File: src/rtl/tgfr_pkg.sv
// shared types, constants, glyph rom and helper functions for the glyph renderer
package tgfr_pkg;

    localparam int FB_WIDTH     = 128;
    localparam int FB_HEIGHT    = 64;
    localparam int MAX_SCALE    = 4;
    localparam int FB_PAGES     = (FB_HEIGHT + 7) / 8;
    localparam int FB_BYTES     = FB_WIDTH * FB_PAGES;
    localparam int FB_COL_W     = $clog2(FB_WIDTH);
    localparam int FB_PAGE_W    = (FB_PAGES > 1) ? $clog2(FB_PAGES) : 1;
    localparam int FB_ADDR_W    = $clog2(FB_BYTES);
    localparam int GLYPH_COLS   = 5;
    localparam int GLYPH_ROWS   = 7;
    localparam int GLYPH_COUNT  = 43;
    localparam int EXP_W        = GLYPH_ROWS * MAX_SCALE;
    localparam int PG_SPAN      = (EXP_W + 7 + 7) / 8;
    localparam int PG_OFF_W     = $clog2(PG_SPAN + 1);
    localparam int SHIFT_W      = 8 * (1 << PG_OFF_W);
    localparam int DX_W         = (MAX_SCALE > 1) ? $clog2(MAX_SCALE) : 1;
    localparam int COORD_W      = 12;
    localparam int PITCH_W      = 6;
    localparam int MAC_A_W      = 5;
    localparam int TEXT_ADVANCE = 6;
    localparam int TAB_RESET    = 69;
    localparam int CURSOR_MAX   = 255;

    localparam logic [7:0] TAB_CODE  = 8'h09;
    localparam logic [5:0] IDX_COLON = 6'd36;
    localparam logic [5:0] IDX_DASH  = 6'd37;
    localparam logic [5:0] IDX_DOT   = 6'd38;
    localparam logic [5:0] IDX_PCT   = 6'd39;
    localparam logic [5:0] IDX_SLASH = 6'd40;
    localparam logic [5:0] IDX_SPACE = 6'd41;
    localparam logic [5:0] IDX_BOX   = 6'd42;

    localparam logic REG_TAB_COLUMN = 1'b0;

    typedef enum logic [1:0] {
        REQ_CLEAR  = 2'd0,
        REQ_TEXT   = 2'd1,
        REQ_SCALED = 2'd2,
        REQ_READ   = 2'd3
    } t_req_kind;

    typedef enum logic [3:0] {
        S_IDLE,
        S_CLEAR,
        S_RD_DATA,
        S_PITCH,
        S_TOTAL,
        S_ORIGIN,
        S_XPOS,
        S_COL,
        S_READ,
        S_WRITE
    } t_state;

    typedef struct packed {
        logic [1:0]  req_type;
        logic [7:0]  char_code;
        logic [2:0]  text_line;
        logic        line_start;
        logic [2:0]  glyph_scale;
        logic [3:0]  glyph_spacing;
        logic [4:0]  text_length;
        logic [3:0]  char_position;
        logic [5:0]  top_y;
        logic [9:0]  read_index;
    } t_req;

    typedef struct packed {
        logic [7:0] read_data;
        logic       char_drawn;
    } t_res;

    typedef logic [7:0] t_glyph [GLYPH_COUNT][GLYPH_COLS];

    localparam t_glyph FONT_ROM = '{
        '{8'h3E,8'h51,8'h49,8'h45,8'h3E}, '{8'h00,8'h42,8'h7F,8'h40,8'h00},
        '{8'h42,8'h61,8'h51,8'h49,8'h46}, '{8'h21,8'h41,8'h45,8'h4B,8'h31},
        '{8'h18,8'h14,8'h12,8'h7F,8'h10}, '{8'h27,8'h45,8'h45,8'h45,8'h39},
        '{8'h3C,8'h4A,8'h49,8'h49,8'h30}, '{8'h01,8'h71,8'h09,8'h05,8'h03},
        '{8'h36,8'h49,8'h49,8'h49,8'h36}, '{8'h06,8'h49,8'h49,8'h29,8'h1E},
        '{8'h7E,8'h11,8'h11,8'h11,8'h7E}, '{8'h7F,8'h49,8'h49,8'h49,8'h36},
        '{8'h3E,8'h41,8'h41,8'h41,8'h22}, '{8'h7F,8'h41,8'h41,8'h22,8'h1C},
        '{8'h7F,8'h49,8'h49,8'h49,8'h41}, '{8'h7F,8'h09,8'h09,8'h09,8'h01},
        '{8'h3E,8'h41,8'h49,8'h49,8'h7A}, '{8'h7F,8'h08,8'h08,8'h08,8'h7F},
        '{8'h00,8'h41,8'h7F,8'h41,8'h00}, '{8'h20,8'h40,8'h41,8'h3F,8'h01},
        '{8'h7F,8'h08,8'h14,8'h22,8'h41}, '{8'h7F,8'h40,8'h40,8'h40,8'h40},
        '{8'h7F,8'h02,8'h0C,8'h02,8'h7F}, '{8'h7F,8'h04,8'h08,8'h10,8'h7F},
        '{8'h3E,8'h41,8'h41,8'h41,8'h3E}, '{8'h7F,8'h09,8'h09,8'h09,8'h06},
        '{8'h3E,8'h41,8'h51,8'h21,8'h5E}, '{8'h7F,8'h09,8'h19,8'h29,8'h46},
        '{8'h46,8'h49,8'h49,8'h49,8'h31}, '{8'h01,8'h01,8'h7F,8'h01,8'h01},
        '{8'h3F,8'h40,8'h40,8'h40,8'h3F}, '{8'h1F,8'h20,8'h40,8'h20,8'h1F},
        '{8'h3F,8'h40,8'h38,8'h40,8'h3F}, '{8'h63,8'h14,8'h08,8'h14,8'h63},
        '{8'h07,8'h08,8'h70,8'h08,8'h07}, '{8'h61,8'h51,8'h49,8'h45,8'h43},
        '{8'h00,8'h36,8'h36,8'h00,8'h00}, '{8'h08,8'h08,8'h08,8'h08,8'h08},
        '{8'h00,8'h60,8'h60,8'h00,8'h00}, '{8'h63,8'h13,8'h08,8'h64,8'h63},
        '{8'h20,8'h10,8'h08,8'h04,8'h02}, '{8'h00,8'h00,8'h00,8'h00,8'h00},
        '{8'h7F,8'h41,8'h5D,8'h41,8'h7F}
    };

    function automatic logic [5:0] font_index(input logic [7:0] ch);
        logic [7:0] up;
        logic [5:0] idx;
        up = ch;
        if (ch inside {[8'h61:8'h7A]}) up = ch - 8'h20;
        if (up inside {[8'h30:8'h39]}) begin
            idx = 6'(up - 8'h30);
        end else if (up inside {[8'h41:8'h5A]}) begin
            idx = 6'(up - 8'h41 + 8'd10);
        end else begin
            case (up)
                8'h3A:   idx = IDX_COLON;
                8'h2D:   idx = IDX_DASH;
                8'h2E:   idx = IDX_DOT;
                8'h25:   idx = IDX_PCT;
                8'h2F:   idx = IDX_SLASH;
                8'h20:   idx = IDX_SPACE;
                default: idx = IDX_BOX;
            endcase
        end
        return idx;
    endfunction

    function automatic logic [7:0] font_col(input logic [5:0] idx, input logic [2:0] col);
        logic [7:0] g;
        g = 8'h00;
        if (idx < 6'(GLYPH_COUNT) && col < 3'(GLYPH_COLS)) g = FONT_ROM[idx][col];
        return g;
    endfunction

    // each lit row becomes a run of scale bits
    function automatic logic [EXP_W-1:0] expand_col(input logic [6:0] g, input logic [2:0] s);
        logic [EXP_W-1:0] e;
        logic [EXP_W-1:0] run;
        e   = '0;
        run = (EXP_W'(1) << s) - EXP_W'(1);
        for (int r = GLYPH_ROWS - 1; r >= 0; r--) begin
            e = (e << s) | (g[r] ? run : '0);
        end
        return e;
    endfunction

endpackage

File: src/rtl/tgfr_mac.sv
// shared multiply-add unit for the centering arithmetic
module tgfr_mac (
    input  logic [tgfr_pkg::MAC_A_W-1:0]        i_a,
    input  logic [tgfr_pkg::PITCH_W-1:0]        i_b,
    input  logic signed [tgfr_pkg::COORD_W-1:0] i_c,
    output logic signed [tgfr_pkg::COORD_W-1:0] o_sum
);
    import tgfr_pkg::*;

    logic [MAC_A_W+PITCH_W-1:0] w_prod;

    assign w_prod = i_a * i_b;
    assign o_sum  = $signed(COORD_W'(w_prod)) + i_c;

endmodule

File: config.mk
export PLATFORM = sky130hd
export DESIGN_NAME = tgfr_mac
export DESIGN_NICKNAME = d
export VERILOG_FILES = /design/src/rtl/tgfr_pkg.sv /design/src/rtl/tgfr_mac.sv
export SDC_FILE = /design/constraint.sdc
export NUM_CORES = 1
export LEC_CHECK = 0
export BUFFER_PORTS_ARGS = -buffer_cell sky130_fd_sc_hd__buf_4
export CAP_MARGIN = 20
export CORE_MARGIN = 4
export CORE_UTILIZATION = 45
export DETAILED_ROUTE_END_ITERATION = 16
export PLACE_DENSITY = 0.71
export SYNTH_ARGS = -nofsm -noshare
export SYNTH_HDL_FRONTEND = slang
export SYNTH_SLANG_ARGS = --single-unit
File: constraint.sdc
create_clock -name vclk -period 4.9
set_input_delay 0 -clock vclk [all_inputs]
set_output_delay 0 -clock vclk [all_outputs]
set_load 0.02 [all_outputs]
After elaboration in Yosys (flattened, before gate mapping):

Index checks and enable logic that the tools add are counted.
Widths: inputs -> output; s select.

* flip-flop bits (word level): 0
* bits in latches: 0
* RAM bits: 0
* ROM bits: 0
* output and inout port bits: 12
* word-level logic and storage cells: 2
* memories kept: 0

* $add $sub $neg: 1
* multipliers: 1
* divide/modulo/power cells: 0
* $lt $le $gt $ge: 0
* equality and inequality tests: 0
* shift-type cells: 0
* multiplexer cells: 0
* bitwise logic cells: 0
* reduce and logical (&&, ||, !) cells: 0

Operators with widths (count)
* $add 12x12->12: 1
* $mul 5x6->11: 1

Longest topological paths before layout:

* word-level depth: 2
* gate-level depth with buffers: 18

Least setup slack after synthesis:

OpenSTA, ideal clock, no wires.

* kind: input-to-output
* from: in i_b[0] (netlist bit)
* to: out o_sum[10] (netlist bit)
* arrival: 3.891 ns
* data required time: 4.900 ns
* setup slack: 1.009 ns
* stages: 17
* path buffers: 0
* cells stage by stage: nand2_1 fa_1 fa_1 fa_1 inv_1 ha_1 nor2b_1 o2111ai_1 nand3_1 nor2_1 xnor2_1 ha_1 nand3_1 nand2_1 a2111oi_1 or3_1 xnor2_1

* word-level cells in the longest chain between the ends: 2

Ends and longest elaborated chain
* start: declaration: RTL line tgfr_mac.sv:4 `input logic [tgfr_pkg::PITCH_W-1:0] i_b,`
* $mul 5x6->11: RTL line tgfr_mac.sv:12 `assign w_prod = i_a * i_b;`
* $add 12x12->12: RTL line tgfr_mac.sv:13 `assign o_sum = $signed(COORD_W'(w_prod)) + i_c;`
* end: declaration: RTL line tgfr_mac.sv:6 `output logic signed [tgfr_pkg::COORD_W-1:0] o_sum`

No other way between the ends.

Worst setup path after layout:

* from: in i_a[4] (netlist bit)
* to: out o_sum[10] (netlist bit)

* word-level cells in the longest chain between the ends: 2

Ends and longest elaborated chain
* start: declaration: RTL line tgfr_mac.sv:3 `input logic [tgfr_pkg::MAC_A_W-1:0] i_a,`
* $mul 5x6->11: RTL line tgfr_mac.sv:12
* $add 12x12->12: RTL line tgfr_mac.sv:13

No other way between the ends.

==> results.md <==
* Top Ports at 35
* Final ANT Viol Nets at 0
* Post-Syn Nets at 227
* Post-synthesis sequential area ratio at 0
* Initial antenna violation count at 0
* P_leak at 0.829 nW
* First-pass GRT wire length at just under 5000 um
* DRT iter0 DRCs at 47
* CP startpoint kind: input pin
* CLK BUF at 0
* Vias per cell at 5.35
* CP endpoint kind: output port
* Met2 Wirelength at 1480 um
* Setup violators final at 0
* Syn Std Cell Area at 0.00132 sq mm
* Mapped Cells at 160
* Max Slew Vio Count at 0
* Total design power at between 0.0006 and 0.0007 W
* CP max FO at 6
* Global route total overflow at 0
* Post-synthesis cell type count at 25
* Post-DR wirelength/cell at 12.1 um
* Post-synth top area cell: ha_1
* Final period utilization at 0.855
* Vias at approximately 1200
* Final setup TNS at 0 ns
* Die area at 0.00387 sq mm
* Synth Area per Inst at ~8.3 sq um
* Placeable Area at around 0.0028 sq mm
* GRT Resource Usage Total at 0.141
* WHS Path Cells at 3
* Pwr Density at 416 mW/mm^2
* Layout cells sized above 1 at 0.190
* Worst Tran Pin Value at about 0.37 ns
* Yosys warns at 0
* Final hold vios at 0
* Antenna cells at 0
* Area growth from synthesis to final layout at 22.8%
* Drt drc at 0
* Finished Layout Cells at 226
* # hold bufs at CTS at 0
* Max Cap Viol at 0
* Final wirelength at 2730 um
* Sequential cell area at 0 sq um
* Slew HR at 0.753
* Dpl hpwl at 2530 um
* Met1 wire length at 1210 um
* CP required at 4.90 ns
* DP Cell Count at 226
* Status: finished, final reports clean
* Row count at 19
* Largest net degree at the start of global routing at 7
* # port buffers at 35
* Placer Congestion at 0.785
* DIE HEIGHT at 62.2 um
* Post-CTS Setup Bufs at 0
* Initial Utilization at 0.476
* Fmax at 0.239 GHz
* Vias in the first global route at 1143
* RSZ-0062 raised after global routing: false
* Maximum vdd ir drop at 392 uV
* DRT Pass-1 Iters at 4
* Critical path type: input pin to output port
* Critical Path AT at between 4 and 5 ns
* Count of flip-flops and latches at 0
* Number of gates resized after cts at 0
* Hold_ws at 0.290 ns
* Die Width at approximately 62 um
* Routed met3 length at 47 um
* Worst Hold Class: input pin to output port
* Area share of the leading cell type in the synthesized netlist at 0.293
* Fin crit period at about 4.2 ns
* DR top layer: met3
* Synth area leaders: ha_1, fa_1, and2_1, xnor2_1, inv_1
* Layout Nets at 264
==> cell families (layout without fill, tap and decap cells) <==
logic type	Yosys count	count (layout)	share of synthesized area
AND/OR/NAND/NOR	53	53	0.202
adder cells (fa/ha/maj)	44	44	0.490
AO/OA/AOI/OAI	29	29	0.147
XOR/XNOR	17	17	0.112
buffers and inverters	17	52	0.0482
==> stage by stage <==
| step | area (sq um) | util | worst slack (ns) |
|---|---|---|---|
| 2_1_floorplan | 1320 | - | 1.01 |
| 3_3_place_gp | 1630 | 0.584 | 0.744 |
| 3_5_place_dp | 1630 | 0.584 | 0.689 |
| 4_1_cts | 1630 | 0.584 | 0.680 |
| 5_1_grt | 1630 | 0.584 | 0.400 |
| 6_report | 1630 | 0.584 | 0.711 |
==> Yosys cell counts, types with 3 or more instances <==
cell	n
a21oi_1	9
inv_1	17
xnor2_1	13
o21ai_0	3
nand3_1	7
nand2_1	15
fa_1	13
nor2_1	7
ha_1	31
and2_1	21
xor2_1	4
==> where the power goes <==
part	leakage, nW	internal [W]	total (W)	switching, W
clock	0	0	0	0
combinational	0.829	0.000310	0.000676	0.000366
sequential	0	0	0	0
==> layout make-up <==
class	count	area [sq um]
Multi-Input combinational cell	143	1260
Tap cell	31	38.8
Timing Repair Buffer	35	263
Inverter	17	63.8
Fill cell	272	1160
==> worst max-delay path, stage by stage <==
cell,delay (ns)
buf_4,0.11
nand2_1,0.07
fa_1,0.51
fa_1,0.52
fa_1,0.54
inv_1,0.04
ha_1,0.33
nor2b_1,0.16
o2111ai_1,0.17
nand3_1,0.12
nor2_1,0.13
xnor2_1,0.15
ha_1,0.30
a21oi_1,0.16
nand2_1,0.09
a2111oi_1,0.33
or3_1,0.18
xnor2_1,0.11
buf_4,0.16
==> final timing paths <==
path	startpoint	to	slack [ns]
worst max-delay path	i_a[4]	o_sum[10]	0.71
worst min-delay path	i_c[11]	o_sum[11]	0.29
==> cells in the final DEF (no fill, tap or decap), drive strengths merged <==
cell     instances
and2            21
nand2           15
a21oi            9
buf             35
nand3            7
a21boi           1
or3              1
nor2b            2
o41ai            1
a21o             2
fa              13
o2111ai          2
nor2             7
ha              31
o211ai           1
xor2             4
a41oi            1
o21a             1
a211oi           2
o21bai           2
xnor2           13
o21ai            4
a2111oi          1
inv             17
a31o             2
==> layer usage <==
metal,global-route usage,vias to the layer above
li1,-,621
met1,0.187,578
met2,0.266,11
met3,0.00541,0
met4,0,0
met5,0,-
Power figures use the tool's default switching activity.
